**src/sha1md_pkg.sv**
```systemverilog
// Shared types and constants for the SHA-1 message digest core.
// Used by sha1md_compress and sha1_message_digest_core; depends on nothing.
`timescale 1ns / 1ps
`default_nettype none

package sha1md_pkg;

    localparam int unsigned BLOCK_WORDS = 16;
    localparam int unsigned CHAIN_WORDS = 5;
    localparam int unsigned ROUNDS = 80;

    typedef logic [BLOCK_WORDS-1:0][31:0] block_t;
    typedef logic [CHAIN_WORDS-1:0][31:0] chain_t;

    // Control from the message sequencer to the compression engine.
    typedef struct packed {
        logic start;
        logic init;
    } comp_ctrl_t;

    localparam logic [31:0] K_ROUND0 = 32'h5A827999;
    localparam logic [31:0] K_ROUND1 = 32'h6ED9EBA1;
    localparam logic [31:0] K_ROUND2 = 32'h8F1BBCDC;
    localparam logic [31:0] K_ROUND3 = 32'hCA62C1D6;

    localparam chain_t CHAIN_INIT = {
        32'hC3D2E1F0, 32'h10325476, 32'h98BADCFE, 32'hEFCDAB89, 32'h67452301
    };

    localparam logic [7:0] PAD_BYTE = 8'h80;
    localparam logic [5:0] LAST_BYTE_POS = 6'd63;
    localparam logic [5:0] LENGTH_BYTE_POS = 6'd56;

endpackage

`default_nettype wire

```
**src/sha1md_compress.sv**
```systemverilog
// SHA-1 compression engine: one round per cycle over a 16-word schedule window.
// Holds the five chaining words. Depends on sha1md_pkg.
`timescale 1ns / 1ps
`default_nettype none

module sha1md_compress
(
    input  wire logic                 clk,
    input  wire logic                 rst_n,
    input  wire sha1md_pkg::comp_ctrl_t ctrl,
    input  wire sha1md_pkg::block_t   block,
    output logic                      done,
    output sha1md_pkg::chain_t        chain
);

    typedef enum logic [2:0] {
        C_IDLE  = 3'b001,
        C_ROUND = 3'b010,
        C_ADD   = 3'b100
    } comp_state_t;

    localparam logic [6:0] LAST_ROUND = 7'(sha1md_pkg::ROUNDS - 1);

    comp_state_t         state_reg, state_next;
    logic [6:0]          round_reg, round_next;
    sha1md_pkg::chain_t  chain_reg, chain_next;
    sha1md_pkg::block_t  win_reg, win_next;
    logic [31:0]         a_reg, b_reg, c_reg, d_reg, e_reg;
    logic [31:0]         a_next, b_next, c_next, d_next, e_next;

    always_comb
    begin
        logic [31:0] f_val;
        logic [31:0] k_val;
        logic [31:0] sched;

        state_next = state_reg;
        round_next = round_reg;
        chain_next = chain_reg;
        win_next = win_reg;
        a_next = a_reg;
        b_next = b_reg;
        c_next = c_reg;
        d_next = d_reg;
        e_next = e_reg;

        if (round_reg inside {[7'd0:7'd19]})
        begin
            f_val = (b_reg & c_reg) | (~b_reg & d_reg);
            k_val = sha1md_pkg::K_ROUND0;
        end
        else if (round_reg inside {[7'd20:7'd39]})
        begin
            f_val = b_reg ^ c_reg ^ d_reg;
            k_val = sha1md_pkg::K_ROUND1;
        end
        else if (round_reg inside {[7'd40:7'd59]})
        begin
            f_val = (b_reg & c_reg) | (b_reg & d_reg) | (c_reg & d_reg);
            k_val = sha1md_pkg::K_ROUND2;
        end
        else
        begin
            f_val = b_reg ^ c_reg ^ d_reg;
            k_val = sha1md_pkg::K_ROUND3;
        end

        sched = win_reg[13] ^ win_reg[8] ^ win_reg[2] ^ win_reg[0];

        case (state_reg)
            C_IDLE:
            begin
                if (ctrl.init)
                begin
                    chain_next = sha1md_pkg::CHAIN_INIT;
                end
                if (ctrl.start)
                begin
                    a_next = chain_reg[0];
                    b_next = chain_reg[1];
                    c_next = chain_reg[2];
                    d_next = chain_reg[3];
                    e_next = chain_reg[4];
                    win_next = block;
                    round_next = '0;
                    state_next = C_ROUND;
                end
            end
            C_ROUND:
            begin
                a_next = {a_reg[26:0], a_reg[31:27]} + f_val + e_reg + k_val + win_reg[0];
                b_next = a_reg;
                c_next = {b_reg[1:0], b_reg[31:2]};
                d_next = c_reg;
                e_next = d_reg;
                for (int i = 0; i < 15; i++)
                begin
                    win_next[i] = win_reg[i+1];
                end
                win_next[15] = {sched[30:0], sched[31]};
                round_next = round_reg + 7'd1;
                if (round_reg == LAST_ROUND)
                begin
                    state_next = C_ADD;
                end
            end
            C_ADD:
            begin
                chain_next[0] = chain_reg[0] + a_reg;
                chain_next[1] = chain_reg[1] + b_reg;
                chain_next[2] = chain_reg[2] + c_reg;
                chain_next[3] = chain_reg[3] + d_reg;
                chain_next[4] = chain_reg[4] + e_reg;
                state_next = C_IDLE;
            end
            default:
            begin
                state_next = C_IDLE;
            end
        endcase
    end

    always_ff @(posedge clk or negedge rst_n)
    begin
        if (!rst_n)
        begin
            state_reg <= C_IDLE;
            round_reg <= '0;
            chain_reg <= sha1md_pkg::CHAIN_INIT;
        end
        else
        begin
            state_reg <= state_next;
            round_reg <= round_next;
            chain_reg <= chain_next;
        end
    end

    always_ff @(posedge clk)
    begin
        win_reg <= win_next;
        a_reg <= a_next;
        b_reg <= b_next;
        c_reg <= c_next;
        d_reg <= d_next;
        e_reg <= e_next;
    end

    assign done = (state_reg == C_ADD);
    assign chain = chain_reg;

endmodule

`default_nettype wire

```
**src/sha1_message_digest_core.sv**
```systemverilog
// Byte-stream SHA-1 core: packs message bytes, pads, and delivers the digest.
// A plain byte item is taken while in_ready stays high. The 64th byte of a block
// holds the input while it is compressed (start, rounds, final add). An end item holds
// the input while the padded block, or two when padding spills, is compressed; the five
// digest words then leave one per cycle from an output buffer while out_ready is high.
// Reset: asynchronous, active low; chaining words return to the start values, length 0.
`timescale 1ns / 1ps
`default_nettype none

module sha1_message_digest_core
(
    input  wire logic        clk,
    input  wire logic        rst_n,
    input  wire logic        in_valid,
    output logic             in_ready,
    input  wire logic [7:0]  data_byte,
    input  wire logic        byte_valid,
    input  wire logic        end_of_message,
    output logic             out_valid,
    input  wire logic        out_ready,
    output logic [31:0]      digest_word,
    output logic [2:0]       word_index,
    output logic             last_word
);

    typedef enum logic [10:0] {
        S_IDLE       = 11'b00000000001,
        S_GO_DATA    = 11'b00000000010,
        S_WAIT_DATA  = 11'b00000000100,
        S_PAD        = 11'b00000001000,
        S_GO_PAD     = 11'b00000010000,
        S_WAIT_PAD   = 11'b00000100000,
        S_ZERO       = 11'b00001000000,
        S_GO_FINAL   = 11'b00010000000,
        S_WAIT_FINAL = 11'b00100000000,
        S_COPY       = 11'b01000000000,
        S_SPARE      = 11'b10000000000
    } seq_state_t;

    localparam logic [2:0] LAST_INDEX = 3'(sha1md_pkg::CHAIN_WORDS - 1);

    seq_state_t              state_reg, state_next;
    logic [63:0]             len_reg, len_next;
    logic                    end_pend_reg, end_pend_next;
    logic                    out_busy_reg, out_busy_next;
    logic [2:0]              out_idx_reg, out_idx_next;
    sha1md_pkg::block_t      block_reg, block_next;
    sha1md_pkg::chain_t      dig_reg, dig_next;
    sha1md_pkg::comp_ctrl_t  comp_ctrl;
    sha1md_pkg::chain_t      chain;
    logic                    comp_done;
    logic [5:0]              pos;
    logic                    in_fire;
    logic                    out_fire;

    sha1md_compress u_compress
    (
        .clk   (clk),
        .rst_n (rst_n),
        .ctrl  (comp_ctrl),
        .block (block_reg),
        .done  (comp_done),
        .chain (chain)
    );

    assign pos = len_reg[8:3];
    assign in_ready = (state_reg == S_IDLE);
    assign in_fire = in_valid && in_ready;
    assign out_fire = out_valid && out_ready;

    always_comb
    begin
        logic [4:0]  shamt;
        logic [31:0] lane_mask;
        logic [31:0] keep_mask;

        state_next = state_reg;
        len_next = len_reg;
        end_pend_next = end_pend_reg;
        block_next = block_reg;
        dig_next = dig_reg;
        out_busy_next = out_busy_reg;
        out_idx_next = out_idx_reg;
        comp_ctrl = '0;

        shamt = {~pos[1:0], 3'b000};
        lane_mask = 32'h000000FF << shamt;
        keep_mask = ~(32'hFFFFFFFF >> {pos[1:0], 3'b000});

        case (state_reg)
            S_IDLE:
            begin
                if (in_fire)
                begin
                    if (byte_valid)
                    begin
                        block_next[pos[5:2]] = (block_reg[pos[5:2]] & ~lane_mask)
                                             | ({24'd0, data_byte} << shamt);
                        len_next = len_reg + 64'd8;
                    end
                    if (byte_valid && (pos == sha1md_pkg::LAST_BYTE_POS))
                    begin
                        end_pend_next = end_of_message;
                        state_next = S_GO_DATA;
                    end
                    else if (end_of_message)
                    begin
                        state_next = S_PAD;
                    end
                end
            end
            S_GO_DATA:
            begin
                comp_ctrl.start = 1'b1;
                state_next = S_WAIT_DATA;
            end
            S_WAIT_DATA:
            begin
                if (comp_done)
                begin
                    state_next = end_pend_reg ? S_PAD : S_IDLE;
                end
            end
            S_PAD:
            begin
                for (int i = 0; i < sha1md_pkg::BLOCK_WORDS; i++)
                begin
                    if (4'(i) == pos[5:2])
                    begin
                        block_next[i] = (block_reg[i] & keep_mask)
                                      | ({24'd0, sha1md_pkg::PAD_BYTE} << shamt);
                    end
                    else if (4'(i) > pos[5:2])
                    begin
                        block_next[i] = '0;
                    end
                end
                if (pos >= sha1md_pkg::LENGTH_BYTE_POS)
                begin
                    state_next = S_GO_PAD;
                end
                else
                begin
                    block_next[14] = len_reg[63:32];
                    block_next[15] = len_reg[31:0];
                    state_next = S_GO_FINAL;
                end
            end
            S_GO_PAD:
            begin
                comp_ctrl.start = 1'b1;
                state_next = S_WAIT_PAD;
            end
            S_WAIT_PAD:
            begin
                if (comp_done)
                begin
                    state_next = S_ZERO;
                end
            end
            S_ZERO:
            begin
                for (int i = 0; i < 14; i++)
                begin
                    block_next[i] = '0;
                end
                block_next[14] = len_reg[63:32];
                block_next[15] = len_reg[31:0];
                state_next = S_GO_FINAL;
            end
            S_GO_FINAL:
            begin
                comp_ctrl.start = 1'b1;
                state_next = S_WAIT_FINAL;
            end
            S_WAIT_FINAL:
            begin
                if (comp_done)
                begin
                    state_next = S_COPY;
                end
            end
            S_COPY:
            begin
                if (!out_busy_reg)
                begin
                    dig_next = chain;
                    out_busy_next = 1'b1;
                    out_idx_next = '0;
                    comp_ctrl.init = 1'b1;
                    len_next = '0;
                    end_pend_next = 1'b0;
                    state_next = S_IDLE;
                end
            end
            default:
            begin
                state_next = S_IDLE;
            end
        endcase

        if (out_fire)
        begin
            if (out_idx_reg == LAST_INDEX)
            begin
                out_busy_next = 1'b0;
                out_idx_next = '0;
            end
            else
            begin
                out_idx_next = out_idx_reg + 3'd1;
            end
        end
    end

    always_ff @(posedge clk or negedge rst_n)
    begin
        if (!rst_n)
        begin
            state_reg <= S_IDLE;
            len_reg <= '0;
            end_pend_reg <= 1'b0;
            out_busy_reg <= 1'b0;
            out_idx_reg <= '0;
        end
        else
        begin
            state_reg <= state_next;
            len_reg <= len_next;
            end_pend_reg <= end_pend_next;
            out_busy_reg <= out_busy_next;
            out_idx_reg <= out_idx_next;
        end
    end

    always_ff @(posedge clk)
    begin
        block_reg <= block_next;
        dig_reg <= dig_next;
    end

    assign out_valid = out_busy_reg;
    assign digest_word = dig_reg[out_idx_reg];
    assign word_index = out_idx_reg;
    assign last_word = (out_idx_reg == LAST_INDEX);

endmodule

`default_nettype wire

```
**config.mk**
```make
export PLATFORM = sky130hd
export DESIGN_NAME = sha1_message_digest_core
export DESIGN_NICKNAME = d
export VERILOG_FILES = /design/src/sha1md_pkg.sv /design/src/sha1md_compress.sv /design/src/sha1_message_digest_core.sv
export SDC_FILE = /design/constraint.sdc
export NUM_CORES = 2
export LEC_CHECK = 0
export ABC_AREA = 1
export BUFFER_PORTS_ARGS = -buffer_cell sky130_fd_sc_hd__buf_2
export CAP_MARGIN = 5
export CORE_AREA = 3 3 457 459
export CTS_BUF_LIST = sky130_fd_sc_hd__clkbuf_8
export DETAILED_ROUTE_END_ITERATION = 6
export DIE_AREA = 0 0 460 462
export GPL_TIMING_DRIVEN = 0
export SLEW_MARGIN = 10
export SYNTH_ARGS = -nofsm -noshare
export SYNTH_HDL_FRONTEND = slang
export SYNTH_SLANG_ARGS = --single-unit
export TNS_END_PERCENT = 20
```
**constraint.sdc**
```tcl
create_clock -name clk -period 56 [get_ports clk]
set_input_delay 8.4 -clock clk [delete_from_list [all_inputs] [get_ports clk]]
set_output_delay 8.4 -clock clk [all_outputs]
set_load 0.03 [all_outputs]
```
* Word level (Yosys, flattened, before mapping) *
Index checks and enable logic that the tools add are counted.

word-level totals
  flip-flop bits (word level) = 1,594
  input port bits = 14
  output and inout bits = 38
  logic and storage cells = 340

operators by class
  $add $sub $neg = 12
  order comparisons = 26
  equality and inequality tests = 59
  shift-type cells = 4
  mux-type cells = 96
  bitwise logic cells = 51
  reductions and logical operators = 38

operators by type and width
  operator                                                            count
  512-bit 2-to-1 mux                                                  3
  512-bit case mux with 3 select lines                                1
  32-bit 2-to-1 mux                                                   45
  512-bit case mux with 2 select lines                                1
  32-bit bitwise AND                                                  21
  32-bit OR                                                           20
  512-bit bitwise mux                                                 1
  160-bit case mux with 2 select lines                                1
  32-bit case mux with 2 select lines                                 5
  32-bit adder                                                        9
  64-bit 2-to-1 mux                                                   4
  160-bit 2-to-1 mux                                                  1
  32-bit XOR                                                          5
  32-bit binary-select mux with 4-bit select                          1
  32-bit demux with 4-bit select                                      1
  64-bit case mux with 2 select lines                                 1
  11-bit case mux with 10 select lines                                1
  32-bit binary-select mux with 3-bit select                          1
  32-bit NOT                                                          3
  11-bit 2-to-1 mux                                                   7
  4-bit AND reduction                                                 18
  64-bit by 4-bit adder with 64-bit output, second input constant     1
  8-bit by 5-bit left shift with 32-bit output, first input constant  2
  3-bit != test, second input constant                                14
  other kinds (58)                                                    119

* Longest topological paths before layout *
  depth after elaboration = 11
  depth in mapped cells = 29
  depth with buffers taken out = 29

* Cells and area by module *
From an unflattened synthesis, not the netlist that was laid out.

unflattened totals
  cells, all modules = 11,511
  area total of the unflattened synthesis = 93,953.9 um^2

by module, submodules not included
  module                    instances  cells an instance  area each (um^2)
  sha1md_compress           1          6,175              51,344.2
  sha1_message_digest_core  1          5,336              42,609.6

* Worst setup path before layout *
Ideal clock, no wire load.

  path kind = reg2reg
  from = register state_reg[9]
  to = register u_compress.round_reg[3]
  setup time = 0.168 ns
  data arrival time = 38.523 ns
  data required time = 55.832 ns
  slack = 17.309 ns
  stages on the path, launching flop included = 10
  period minus slack after synthesis = 38.691 ns
  cells stage by stage = dfrtp_1 -> nor2_1 -> inv_1 -> nor3_1 -> nand4_1 -> nand3_1 -> nor2_1 -> a21oi_1 -> o21ai_0 -> o21a_1

on the way
  word-level cells in the longest chain between the ends = 5
  elaborated cells on any way between the ends = 7
  classes of those cells = 4 x eq/ne; 1 x mux; 2 x reduce/logical

ends and longest elaborated chain
  item                                                               RTL line                         source
  start, declared                                                    sha1_message_digest_core.sv:42   seq_state_t state_reg, state_next;
  start signal, assigned                                             sha1_message_digest_core.sv:228  state_reg <= state_next;
  11-bit by 8-bit == test with 1-bit output (tied with other cells)  sha1_message_digest_core.sv:90   case (state_reg)
  3-bit OR reduction (no source line) (*)                            n/a
  1-bit 2-to-1 mux (*)                                               sha1_message_digest_core.sv:90
  2-bit != test (no source line) (*)                                 n/a
  2-bit AND reduction (no source line) (*)                           n/a
  end signal, assigned                                               sha1md_compress.sv:134           round_reg <= round_next;
  end, declared                                                      sha1md_compress.sv:25            logic [6:0] round_reg, round_next;

Every way passes the cells marked *; elsewhere a longest branch is shown, timed or not.
A chain may end at the register's enable or synchronous reset.

* Worst setup path in the final report *
  from = register out_idx_reg[1], in the netlist word_index[1]
  to = output digest_word[2]

on the way
  word-level cells in the longest chain between the ends = 2

ends and longest elaborated chain
  item                                        RTL line                         source
  start, declared                             sha1_message_digest_core.sv:46   logic [2:0] out_idx_reg, out_idx_next;
  start signal, assigned                      sha1_message_digest_core.sv:232  out_idx_reg <= out_idx_next;
  32-bit binary-select mux with 3-bit select  sha1_message_digest_core.sv:243  assign digest_word = dig_reg[out_idx_reg];
  32-bit 2-to-1 mux (not written as such)     sha1_message_digest_core.sv:243
  end, declared                               sha1_message_digest_core.sv:21   output logic [31:0] digest_word,

Every way passes these cells. The select of a mux whose other input is x is not followed.

==> flow_summary.toml <==
[route]
postRouteAntennaNets = 0
wl_per_cell_um = 36.2
viasPerCell = 6.35
drtIter0Drc = 13796
vias = 86907
drc = 0
drt-pass1-iter-count = 7
drt-total-wl_um = 495000

[sta]
fmax_mhz = 74.7
drv_slew = 29
finalCriticalPeriod_ns = 13.39
slew_headroom_pct = -3.78
tightest_slew_ns = 1.56
rsz0062_at_grt = "no"
hold_violations = 0
finalCritPeriodShare_pct = 23.9
skew_ns = 0.0820
setup_viol = 0

[status]
violations = "capacitance limit, slew limit"
status = "finished with violations"

[clock_tree]
cts.repair.resized = 0
cts-root-buf = "clkbuf_8"
clock_sinks = 1590
numCtsBuffers = 311
worstSkewPairLatency_ns = 1.13
clock_path_buffers = 4
post_cts_buffers = 0
clk_pin_slew_ns = 0.07
h-tree-depth = 5
cts_tree = "done"
postCtsHoldBufs = 0

[worst_setup_path]
r2r-start = "u_compress.round_reg[0]$_DFFE_PN0P_"
cp.required_ns = 47.60
crit_path_cell_trace = "clkbuf_1 -> clkinv_1 -> nand2_1 -> clkbuf_1 -> o21ai_0 -> buf_2"
critical-path-slowest-cell = "clkbuf_1"
crit_fanout = 10
rr_worst_depth = 24
path_class = "reg -> out"
max_stage_delay_ns = 0.76
start_kind = "flop"
crit_top_cell = "clkbuf_1"
rr_endpoint = "u_compress.a_reg[23]$_DFFE_PP_"
cp.arrival_ns = 4.99
endpoint_kind = "output port"
crit_start = "word_index[1]$_DFFE_PN0P_"
crit_path_end = "digest_word[2]"
r2r_setup_slack_ns = 48.18

[worst_hold_path]
hold_path.class = "reg -> reg"
min_delay_path_depth = 0

[global_route]
track_usage_pct = 45.7
grt_pass1_vias = 81890
grt_start_max_net_pins = 98
antenna_found_initial = 31
grt_pass1_wl_um = 666000
grt-ovfl-total = 0

[logic_synthesis]
yosysTopAreaCellShare_pct = 44.7
synth.largest_area_cell = "edfxtp_1"
synth_seq_cells = 1590
syn_area_sq_um = 90200
async_flop_share_pct = 15.5
synth_cell_types = 59
netlist_top_cells_count = "3406 x nand2_1, 1344 x edfxtp_1, 858 x inv_1"
yosysMostFrequentCell = "nand2_1"
yosysWarningCount = 0
syn_area_per_cell_sq_um = 8.74
synth_flop_cell = "edfxtp_1"
synth_edf_count = 1344
synth_cells = 10325
yosysSeqAreaShare_pct = 51.7
synthTopCellsByArea = "edfxtp_1 45%, nand2_1 14%, dfrtp_1 4.5%"
syn_nets = 10693

[placement]
port_buffers = 51
gp_congestion = 1.12
dp_hpwl_um = 388000
dp_cells = 13137

[floorplanning]
die_height_um = 462
fp.dieW_um = 460
start_util_pct = 44.1
io_pins = 52
die-area_sq_um = 213000
rows = 166
core_area_sq_um = 205000

[cells_and_area]
layout-area-overhead-vs-synth_pct = 12.1
final_nets = 11130
final_cells = 13695
drive_gt1_share_pct = 7.56
nFillCells = 20019

[run]
drv_cap = 3
## worst max-delay path, delay by kind of cell, from the launching register on
family / cells / cell delay [ns]
buffers and inverters: 4 / 2.32
AOI/OAI and AO/OA: 1 / 0.63
and+or+nand+nor: 1 / 0.54
DFF: 1 / 0.40
## cells by family (layout without fill, tap and decap cells)
logic type / count (synthesis) / after routing / synth area share [%]
other: 0 / 25 / 0
and+or+nand+nor: 5084 / 5084 / 23.4
buffers and inverters: 1417 / 2074 / 6.19
xor gates and xnor gates: 189 / 189 / 1.83
AOI/OAI and AO/OA: 1691 / 1691 / 10.9
adders and majority gates: 354 / 354 / 5.94
DFF: 1590 / 1590 / 51.7
## cells in the final DEF, fill, tap and decap left out, types with 230 or more instances in the layout
cell         n
nand2_1   3406
edfxtp_1  1344
inv_1      947
nand3_1    716
o21ai_0    606
a21oi_1    494
nor2_1     476
clkbuf_1   335
clkbuf_8   329
nand4_1    312
ha_1       230
## metal layers
layer  track usage (%)  wire length, um  vias up
li1                  -                -    36241
met1              52.6           167000    41634
met2              69.4           213000     6947
met3              11.7            55600     2075
met4              43.7            59300       10
met5            0.0226               59        -
## layout make-up
class	instances	area, sq um	area share [%]
clock inverters	204	1130	1.12
flip-flops and latches	1590	46600	46.1
multi-input cells	7318	38200	37.7
diodes	25	62.6	0.0619
clock buffers	329	4530	4.48
plain buffers	542	2350	2.32
well taps	2688	3360	3.33
repair buffers	124	1620	1.60
inverters	875	3290	3.26
## through the flow
step | area (sq um) | utilization (%) | hold WS [ns] | setup WS, ns | setup TNS (ns)
floorplan | 90200 | - | 0.453 | 17.31 | 0
global placement | 93800 | 45.8 | 0.469 | -4.19 | -7.88
detailed placement | 95400 | 46.6 | 0.473 | 44.03 | 0
CTS | 101000 | 49.3 | 0.488 | 42.86 | 0
global route | 101000 | 49.3 | 0.498 | 42.83 | 0
finish | 101000 | 49.4 | 0.489 | 42.61 | 0
## how the worst min path moves through the flow
stage | startpoint | end | slack, ns
global route | u_compress.chain[128]$_DFFE_PN0P_ | dig_reg[128]$_DFFE_PP_ | 0.50
floorplan | u_compress.chain[103]$_DFFE_PN0P_ | dig_reg[103]$_DFFE_PP_ | 0.45
CTS | u_compress.chain[111]$_DFFE_PN0P_ | dig_reg[111]$_DFFE_PP_ | 0.49
detailed placement | u_compress.chain[111]$_DFFE_PN0P_ | dig_reg[111]$_DFFE_PP_ | 0.47
global placement | u_compress.chain[111]$_DFFE_PN0P_ | dig_reg[111]$_DFFE_PP_ | 0.47
finish | u_compress.chain[64]$_DFFE_PN0P_ | dig_reg[64]$_DFFE_PP_ | 0.49
Power is left out: the tool's default activity adds up to more than one toggle a clock period on the data nets, which glitch-free logic cannot reach.
